File: src/rhc_pkg.sv
// Shared constants and types for the RGB to HSV converter.
`timescale 1ns / 1ps
package rhc_pkg;
  localparam int CHANNEL_BITS_DEF = 16;
  localparam int CFG_BITS = 16;
  localparam logic [CFG_BITS-1:0] GRAY_THRESHOLD_RST = 16'd66;

  // Control that travels down the row beside the data.
  typedef struct packed {
    logic valid;
    logic gray;
  } ctl_t;
endpackage

File: src/rhc_front.sv
// Front stage: max, min, delta, hue numerator and divider seeds.
`timescale 1ns / 1ps
module rhc_front #(
  parameter int W = rhc_pkg::CHANNEL_BITS_DEF
) (
  input  logic                          clk,
  input  logic                          rst,
  input  logic                          take,
  input  logic [W-1:0]                  red,
  input  logic [W-1:0]                  green,
  input  logic [W-1:0]                  blue,
  input  logic [rhc_pkg::CFG_BITS-1:0]  thr,
  output rhc_pkg::ctl_t                 ctl,
  output logic [W-1:0]                  mx,
  output logic [W-1:0]                  sat_rem,
  output logic [W-1:0]                  sat_low,
  output logic [W+2:0]                  hue_rem,
  output logic [W+2:0]                  hue_div
);
  localparam int CW = (W > rhc_pkg::CFG_BITS) ? W : rhc_pkg::CFG_BITS;

  logic [W-1:0]     mx_c, mn_c, delta;
  logic [2*W-1:0]   dvd;
  logic signed [W+3:0] num, num_w;
  logic             gray_c;

  always_comb begin
    mx_c = red;
    if (green > mx_c) mx_c = green;
    if (blue > mx_c) mx_c = blue;
    mn_c = red;
    if (green < mn_c) mn_c = green;
    if (blue < mn_c) mn_c = blue;
    delta = mx_c - mn_c;
    gray_c = (CW'(delta) < CW'(thr)) || (delta == '0);
    // Saturation dividend: delta * full scale.
    dvd = {delta, {W{1'b0}}} - (2*W)'(delta);
    if (red >= mx_c) begin
      num = $signed({4'b0, green}) - $signed({4'b0, blue});
    end else if (green >= mx_c) begin
      num = $signed({3'b0, delta, 1'b0}) + $signed({4'b0, blue}) - $signed({4'b0, red});
    end else begin
      num = $signed({2'b0, delta, 2'b0}) + $signed({4'b0, red}) - $signed({4'b0, green});
    end
    // Wrap a negative hue by one turn.
    num_w = num;
    if (num < 0) begin
      num_w = num + $signed({2'b0, delta, 2'b0}) + $signed({3'b0, delta, 1'b0});
    end
  end

  always_ff @(posedge clk) begin
    if (rst) begin
      ctl <= '0;
    end else begin
      ctl.valid <= take;
      ctl.gray  <= gray_c;
    end
  end

  always_ff @(posedge clk) begin
    mx      <= mx_c;
    sat_rem <= dvd[2*W-1:W];
    sat_low <= dvd[W-1:0];
    hue_rem <= num_w[W+2:0];
    hue_div <= ({3'b0, delta} << 2) + ({3'b0, delta} << 1);
  end
endmodule

File: src/rhc_cell.sv
// One divider cell: retires one quotient bit of saturation and of hue.
`timescale 1ns / 1ps
module rhc_cell #(
  parameter int W = rhc_pkg::CHANNEL_BITS_DEF
) (
  input  logic          clk,
  input  logic          rst,
  input  rhc_pkg::ctl_t ctl_i,
  input  logic [W-1:0]  mx_i,
  input  logic [W-1:0]  sat_rem_i,
  input  logic [W-1:0]  sat_low_i,
  input  logic [W-1:0]  sat_q_i,
  input  logic [W+2:0]  hue_rem_i,
  input  logic [W+2:0]  hue_div_i,
  input  logic [W-1:0]  hue_q_i,
  output rhc_pkg::ctl_t ctl_o,
  output logic [W-1:0]  mx_o,
  output logic [W-1:0]  sat_rem_o,
  output logic [W-1:0]  sat_low_o,
  output logic [W-1:0]  sat_q_o,
  output logic [W+2:0]  hue_rem_o,
  output logic [W+2:0]  hue_div_o,
  output logic [W-1:0]  hue_q_o
);
  logic [W:0]   s_t, s_d;
  logic [W+3:0] h_t, h_d;
  logic         s_bit, h_bit;

  always_comb begin
    s_t   = {sat_rem_i, sat_low_i[W-1]};
    s_d   = s_t - {1'b0, mx_i};
    s_bit = (s_t >= {1'b0, mx_i});
    h_t   = {hue_rem_i, 1'b0};
    h_d   = h_t - {1'b0, hue_div_i};
    h_bit = (h_t >= {1'b0, hue_div_i});
  end

  always_ff @(posedge clk) begin
    if (rst) begin
      ctl_o <= '0;
    end else begin
      ctl_o <= ctl_i;
    end
  end

  always_ff @(posedge clk) begin
    mx_o      <= mx_i;
    sat_rem_o <= s_bit ? s_d[W-1:0] : s_t[W-1:0];
    sat_low_o <= sat_low_i << 1;
    sat_q_o   <= {sat_q_i[W-2:0], s_bit};
    hue_rem_o <= h_bit ? h_d[W+2:0] : h_t[W+2:0];
    hue_div_o <= hue_div_i;
    hue_q_o   <= {hue_q_i[W-2:0], h_bit};
  end
endmodule

File: src/rgb_to_hsv_convert_core.sv
// Top level of the RGB to HSV converter: front stage and a row of divider cells.
`timescale 1ns / 1ps
// Converts one RGB pixel per clock into hue, saturation and brightness. A
// pixel is taken at every edge with start high; busy never rises, so pixels
// may follow back to back. Each result appears on done for one cycle once
// its start beat has passed every register of the pipeline in order: one
// front stage finds max, min and the hue numerator, then a row of
// CHANNEL_BITS cells each retires one quotient bit of both divisions. The
// receiver cannot stall, so results must be taken as they appear. Write
// gray_threshold only while no pixel is in flight; cfg_ready is always high.
module rgb_to_hsv_convert_core #(
  parameter int CHANNEL_BITS = rhc_pkg::CHANNEL_BITS_DEF
) (
  input  logic                          clk,
  input  logic                          rst,
  input  logic                          start,
  output logic                          busy,
  input  logic [CHANNEL_BITS-1:0]       red,
  input  logic [CHANNEL_BITS-1:0]       green,
  input  logic [CHANNEL_BITS-1:0]       blue,
  output logic                          done,
  output logic [CHANNEL_BITS-1:0]       hue,
  output logic [CHANNEL_BITS-1:0]       saturation,
  output logic [CHANNEL_BITS-1:0]       brightness,
  input  logic                          cfg_valid,
  output logic                          cfg_ready,
  input  logic [rhc_pkg::CFG_BITS-1:0]  cfg_data
);
  localparam int W = CHANNEL_BITS;

  logic [rhc_pkg::CFG_BITS-1:0] gray_threshold;

  // Taps between cells; index 0 is the front stage output.
  rhc_pkg::ctl_t ctl     [W+1];
  logic [W-1:0]  mx      [W+1];
  logic [W-1:0]  sat_rem [W+1];
  logic [W-1:0]  sat_low [W+1];
  logic [W-1:0]  sat_q   [W+1];
  logic [W+2:0]  hue_rem [W+1];
  logic [W+2:0]  hue_div [W+1];
  logic [W-1:0]  hue_q   [W+1];

  assign busy      = 1'b0;
  assign cfg_ready = 1'b1;

  // Hold the threshold; load on a config beat.
  always_ff @(posedge clk) begin
    if (rst) begin
      gray_threshold <= rhc_pkg::GRAY_THRESHOLD_RST;
    end else if (cfg_valid && cfg_ready) begin
      gray_threshold <= cfg_data;
    end
  end

  rhc_front #(.W(W)) u_front (
    .clk     (clk),
    .rst     (rst),
    .take    (start && !busy),
    .red     (red),
    .green   (green),
    .blue    (blue),
    .thr     (gray_threshold),
    .ctl     (ctl[0]),
    .mx      (mx[0]),
    .sat_rem (sat_rem[0]),
    .sat_low (sat_low[0]),
    .hue_rem (hue_rem[0]),
    .hue_div (hue_div[0])
  );

  assign sat_q[0] = '0;
  assign hue_q[0] = '0;

  // Advance every pixel one cell per cycle, one quotient bit per cell.
  for (genvar i = 0; i < W; i++) begin : g_cell
    rhc_cell #(.W(W)) u_cell (
      .clk       (clk),
      .rst       (rst),
      .ctl_i     (ctl[i]),
      .mx_i      (mx[i]),
      .sat_rem_i (sat_rem[i]),
      .sat_low_i (sat_low[i]),
      .sat_q_i   (sat_q[i]),
      .hue_rem_i (hue_rem[i]),
      .hue_div_i (hue_div[i]),
      .hue_q_i   (hue_q[i]),
      .ctl_o     (ctl[i+1]),
      .mx_o      (mx[i+1]),
      .sat_rem_o (sat_rem[i+1]),
      .sat_low_o (sat_low[i+1]),
      .sat_q_o   (sat_q[i+1]),
      .hue_rem_o (hue_rem[i+1]),
      .hue_div_o (hue_div[i+1]),
      .hue_q_o   (hue_q[i+1])
    );
  end

  // Drop hue and saturation to zero for gray or black pixels.
  assign done       = ctl[W].valid;
  assign brightness = mx[W];
  assign hue        = ctl[W].gray ? '0 : hue_q[W];
  assign saturation = ctl[W].gray ? '0 : sat_q[W];
endmodule

File: config.mk
export PLATFORM = sky130hd
export DESIGN_NAME = rgb_to_hsv_convert_core
export DESIGN_NICKNAME = d
export VERILOG_FILES = /design/src/rhc_pkg.sv /design/src/rhc_front.sv /design/src/rhc_cell.sv /design/src/rgb_to_hsv_convert_core.sv
export SDC_FILE = /design/constraint.sdc
export NUM_CORES = 2
export LEC_CHECK = 0
export BUFFER_PORTS_ARGS = -buffer_cell sky130_fd_sc_hd__clkbuf_2
export CAP_MARGIN = 20
export CORE_UTILIZATION = 39
export DETAILED_ROUTE_END_ITERATION = 12
export SYNTH_ARGS = -nofsm -noshare
export SYNTH_HDL_FRONTEND = slang
export SYNTH_SLANG_ARGS = --single-unit
File: constraint.sdc
create_clock -name clk -period 12.95 [get_ports clk]
set_clock_uncertainty 0.1 [all_clocks]
set_input_delay 0 -clock clk [delete_from_list [all_inputs] [get_ports clk]]
set_output_delay 0 -clock clk [all_outputs]
set_load 0.1 [all_outputs]
### After elaboration in Yosys (flattened, before gate mapping)

Index checks and enable logic that the tools add are counted.

* input bits: 68
* word-level logic and storage cells: 284
* register bits after elaboration: 1594

* reductions and logical operators: 2
* order comparisons: 40
* mux-type cells: 39
* add/sub/neg operators: 40

Operator list (number)
* $mux W16: 21
* $ge A20 B19 Y1: 16
* $mux W19: 16
* $sub A19 B19 Y19: 15
* $ge A17 B16 Y1: 16
* $sub A16 B16 Y16: 16
* $lt A16 B16 Y1: 3
* $mux W20: 2
* $sub A20 B17 Y20: 2
* $ge A16 B16 Y1: 2
* $gt A16 B16 Y1: 2
* $sub A32 B16 Y32: 1
* $lt A20 B1 Y1 const B: 1
* $add A18 B16 Y19: 1
* $add A18 B17 Y19: 1
* $add A19 B18 Y19: 1
* $add A19 B19 Y19: 1
* $add A17 B16 Y18: 1
* $sub A16 B16 Y17: 1
* $logic_not A16 Y1: 1
* $logic_or A1 B1 Y1: 1

### Logic depth before layout (Yosys ltp)

* word-level depth: 12
* gate-level depth with buffers: 58
* gate-level depth less buffers: 55

### Modules after synthesis

From an unflattened synthesis, not the netlist that was laid out.

* cells, all modules: 8832
* area, all modules: 89931.3 sq um

Modules (own cells, without submodules)
* rhc_cell at g_cell[0].u_cell ...: area an instance 4908.5 sq um, sequential area each 2382.3 sq um, times used 8, cells each 472
* rhc_cell at g_cell[13].u_cell ...: area an instance 4767.1 sq um, sequential area each 2382.3 sq um, times used 7, cells each 444
* rhc_front: area an instance 11692.5 sq um, sequential area each 1701.6 sq um, times used 1, cells each 1413
* rhc_cell at g_cell[6].u_cell: area an instance 4754.6 sq um, sequential area each 2382.3 sq um, times used 1, cells each 444
* rgb_to_hsv_convert_core: area an instance 847.1 sq um, sequential area each 320.3 sq um, times used 1, cells each 91

### Worst setup path after synthesis

Ideal clock, no wire load.

* path type: input -> register
* start: input port red[7]
* end: register u_front.hue_rem[18]
* data arrival time: 11.134 ns
* path slack: 1.594 ns
* setup time: 0.122 ns
* stages: 51
* path through: inv_1 ha_1 nand4_2 a2111o_1 a31oi_4 clkbuf_1 mux2i_1 ha_1 nand2b_1 or4b_1 a21oi_1 o21a_1 o211ai_1 nand2_1 buf_2 buf_1 a21oi_1 inv_1 [... 15 more ...] a21oi_1 xnor2_1 ha_1 and2_1 a311o_1 a21o_1 a21oi_1 xnor2_1 a22o_1 nor2_1 fa_1 ha_1 and3_1 a211o_1 a21oi_1 xnor2_1 a211oi_1 nor3_1

* longest elaborated chain between the ends: 12
* elaborated cells on any way between the ends: 21
* classes of those cells: add/sub: 7; order compare: 7; mux: 7

Ends and longest elaborated chain
* start, declared: RTL line rgb_to_hsv_convert_core.sv:18 `input logic [CHANNEL_BITS-1:0] red,`
* $gt A16 B16 Y1: RTL line rhc_front.sv:29 `if (green > mx_c) mx_c = green;`
* $mux W16 *: RTL line rhc_front.sv:29
* $gt A16 B16 Y1: RTL line rhc_front.sv:30 `if (blue > mx_c) mx_c = blue;`
* $mux W16 *: RTL line rhc_front.sv:30
* net u_front.mx_c[0]: RTL line rhc_front.sv:22 `logic [W-1:0] mx_c, mn_c, delta;`
* $sub A16 B16 Y16: RTL line rhc_front.sv:34 `delta = mx_c - mn_c;`
* $add A18 B16 Y19 or $add A17 B16 Y18 (tied branches): RTL line rhc_front.sv:43, rhc_front.sv:41
* $sub A20 B17 Y20 (on tied branches): RTL line rhc_front.sv:43, rhc_front.sv:41
* $mux W20: RTL line rhc_front.sv:40 `end else if (green >= mx_c) begin`
* $mux W20: RTL line rhc_front.sv:38 `if (red >= mx_c) begin`
* $add A19 B19 Y19: RTL line rhc_front.sv:48 `num_w = num + $signed({2'b0, delta, 2'b0}) + $signed({3'b0, delta, 1'b0});`
* $add A19 B18 Y19: RTL line rhc_front.sv:48
* $mux W19 *: RTL line rhc_front.sv:47 `if (num < 0) begin`
* net u_front.num_w[18]: RTL line rhc_front.sv:24 `logic signed [W+3:0] num, num_w;`
* end signal, assigned: RTL line rhc_front.sv:65 `hue_rem <= num_w[W+2:0];`
* end, declared: RTL line rhc_front.sv:17 `output logic [W+2:0] hue_rem,`

Mark *: on every way through the listed nets, which the timed path passes. The rest lies on a longest branch.
A chain may end at the register's enable or synchronous reset.

### Worst setup path after layout

* start: input port green[15]
* end: register u_front.hue_rem[18]

* longest elaborated chain between the ends: 12
* elaborated cells on any way between the ends: 22
* classes of those cells: add/sub: 8; order compare: 7; mux: 7

Ends and longest elaborated chain
* start, declared: RTL line rgb_to_hsv_convert_core.sv:19 `input logic [CHANNEL_BITS-1:0] green,`
* $gt A16 B16 Y1: RTL line rhc_front.sv:29
* $mux W16 *: RTL line rhc_front.sv:29
* $gt A16 B16 Y1: RTL line rhc_front.sv:30
* $mux W16 *: RTL line rhc_front.sv:30
* net u_front.mx_c[0]: RTL line rhc_front.sv:22
* $sub A16 B16 Y16: RTL line rhc_front.sv:34
* $add A18 B16 Y19 or $add A17 B16 Y18 (tied branches): RTL line rhc_front.sv:43, rhc_front.sv:41
* $sub A20 B17 Y20 (on tied branches): RTL line rhc_front.sv:43, rhc_front.sv:41
* $mux W20: RTL line rhc_front.sv:40
* $mux W20: RTL line rhc_front.sv:38
* $add A19 B19 Y19: RTL line rhc_front.sv:48
* $add A19 B18 Y19: RTL line rhc_front.sv:48
* $mux W19 *: RTL line rhc_front.sv:47
* net u_front.num_w[18]: RTL line rhc_front.sv:24

Marked as above.

==> results.txt <==
status - finished, final reports clean
post-synthesis mux area share - 2.60%
crit path capture type - flop
Post-Synth XOR/XNOR Area - 5.36%
EDFF count, synth - 0
largest family of logic cells by synthesized area - adder cells
routability cong. - 0.887
DP Area - 0.0738 sq mm
Worst setup SP type - input pin
port bufs - 116
Yosys cell types - 93
vias in the first global route - 51500
Die Y - 427 microns
synthesis-stage register bit count - 1532
WP buf/inv - 8
via count - 51400
ys flop type - dfxtp_1
fin crit share - 93.8%
most frequent cell after synthesis - dfxtp_1
top-area cell type share of the netlist area - 43.5%
ANT nets after route - 0
vias per cell - 4.98
register area share after synthesis - 43.5%
Crit path top cell by count - ha_1
synth top area cells - dfxtp_1 44%, ha_1 14%, inv_1 5.4%
routed wire length - 172000 microns
cell taking the most area after synthesis - dfxtp_1
final hold violation count - 0
row cnt - 155
CTS tree - built
clk_lat worst skew - 790 ps
Max Buffers Root-to-Sink - 3
Tmin final - 12150 ps
Core ar. - 0.179 sq mm
clock root buffer - clkbuf_16
clk slew on worst S/H paths - 50 ps
Yosys warning total - 0
cell area after layout - 0.0806 sq mm
total CTS buffers - 162
first-pass GRT wire length - 272000 microns
Rel. slew slack - 29.0%
Slowest-stage cell, CP - dlygate4sd3_1
Post-Synth Adder-Cell Area - 15.4%
fraction of layout cells with a size suffix above 1 - 7.76%
Cells after Synth - 7541
Final TNS setup - 0 ps
grt total ovfl - 0
synthesized cell area - 0.0705 sq mm
asr flop ratio synth - 0%
GRT Util Overall - 18.7%
die width - 427 microns
clock sinks - 1532
synthesized area per cell - 9.35 sq um
Crit path max-delay family - compound AO/OA/AOI/OAI gates
Critical Path RT - 13510 ps
Worst Path Class, Setup - in2reg
Max Fanout on Critical Path - 16
layout net count - 8734
RSZ-0062 raised after global routing - false
Simple-Gate Fraction of Synth Area - 11.8%
Syn Nets - 8440
Ports - 119
Initial Util - 39.4%
max incr delay on CP - 590 ps
Max-Cap Viols - 0
setup violators final - 0
Tightest Pin Transition - 1060 ps
r2r setup slk - 7920 ps
Critical Path AT - 12710 ps
fmax - 82.3 MHz
Post-synth top cells - 1532 x dfxtp_1, 1016 x inv_1, 778 x ha_1, 724 x a21oi_1, 606 x nor2_1
H-tree level count - 4
antenna violations before repair - 1
Die Area - 0.182 sq mm
Hold Crit Class - in2reg
Layout area overhead - 14.4%
Synth Area in Compound Gates - 15.3%
DR WL/cell - 16.6 microns
Remaining DRCs - 0
Slew Limit Fails - 0
Final HPWL DP - 135000 microns
router iterations before antenna repair - 5
largest net degree at the start of global routing - 42
drt first-iter violations - 2783
layer usage:
layer	track usage (%)	vias to the layer above	routed length, microns
met4	7.85	0	6840
met5	0	-	0
li1	-	26200	-
met1	22.1	24000	74400
met3	2.39	331	5490
met2	33.9	904	84800
cells by family (layout without fill, tap and decap cells):
group,Yosys count,in the layout
buffers and inverters,1140,1564
xor gates and xnor gates,429,429
DFF,1532,1532
other,2,3
and+or+nand+nor,1677,1677
muxes,163,163
AOI/OAI and AO/OA,1763,1763
adders and majority gates,835,835
worst reg2reg max path, stage by stage (launching register included):
cell      delay, ps
dfxtp_1         420
inv_1           110
ha_1            320
nor2b_1         130
o21ai_0         240
a21oi_1         130
o21ai_0         240
a21oi_1         130
o21ai_0         230
a21oi_1         130
o21ai_0         350
a2111o_1        250
a41oi_1         150
o21a_1          220
o21ai_0         500
nand2_1         760
mux2_2          530
metrics by stage:
stage	hold WS [ps]	utilization [%]	instances	worst slack, ps
finish	89.8	45.0	10300	802
floorplan	28.2	-	7541	1590
global route	61.7	45.0	10300	136
detailed placement	125	41.3	9927	348
CTS	11.2	45.0	10300	431
global placement	125	41.3	9927	513
sequential cells by signal (all words and copies together) (netlist names):
register,flops
g_cell.u_cell.hue_rem_o,270
g_cell.u_cell.mx_o,256
g_cell.u_cell.hue_div_o,243
g_cell.u_cell.sat_rem_o,240
g_cell.u_cell.hue_q_o,136
g_cell.u_cell.sat_q_o,136
g_cell.u_cell.sat_low_o,118
g_cell.u_cell.ctl_o,32
u_front.hue_rem,19
u_front.hue_div,17
gray_threshold,16
u_front.mx,16
u_front.sat_rem,16
u_front.sat_low,15
u_front.ctl,2
worst paths after layout:
kind,end,cells after the start,from
worst min register to register,g_cell[9].u_cell.hue_q_o[7],0,g_cell[8].u_cell.hue_q_o[6]
worst max-delay path,u_front.hue_rem[18],52,green[15]
worst min-delay path,u_front.hue_rem[18],7,green[14]
worst max register to register,g_cell[14].u_cell.hue_rem_o[17],16,g_cell[13].u_cell.hue_div_o[2]
layout make-up:
cell class | count | area (sq um)
repair buffers | 254 | 1920
diodes | 1 | 2.50
well taps | 2355 | 2950
inverters | 1016 | 3810
clock inverters | 75 | 1070
multi-input cells | 4869 | 35600
fillers | 17000 | 98400
flip-flops and latches | 1532 | 30700
clock buffers | 219 | 4630
cell usage in the layout, fill, tap and decap left out, types with 116 or more instances in the layout:
cell	count
nand2_1	247
xnor2_1	349
clkbuf_2	116
nor2b_1	153
nand3_1	154
a21o_1	177
dfxtp_1	1531
nor2_1	606
nand4_1	117
nand2b_1	175
ha_1	778
a21oi_1	721
inv_1	1016
o21ai_0	396
clkbuf_16	165
what timing repair did:
item                                    4_1_cts  5_1_grt
hold buffers                                 95        0
hold endpoints to repair                     69        0
resized for setup                             0        6
setup buffers                                 0        0
endpoints found under the setup margin        0        2
Power is not shown: default switching activity piles up to over one toggle a cycle in this logic, so the estimate is an artifact.
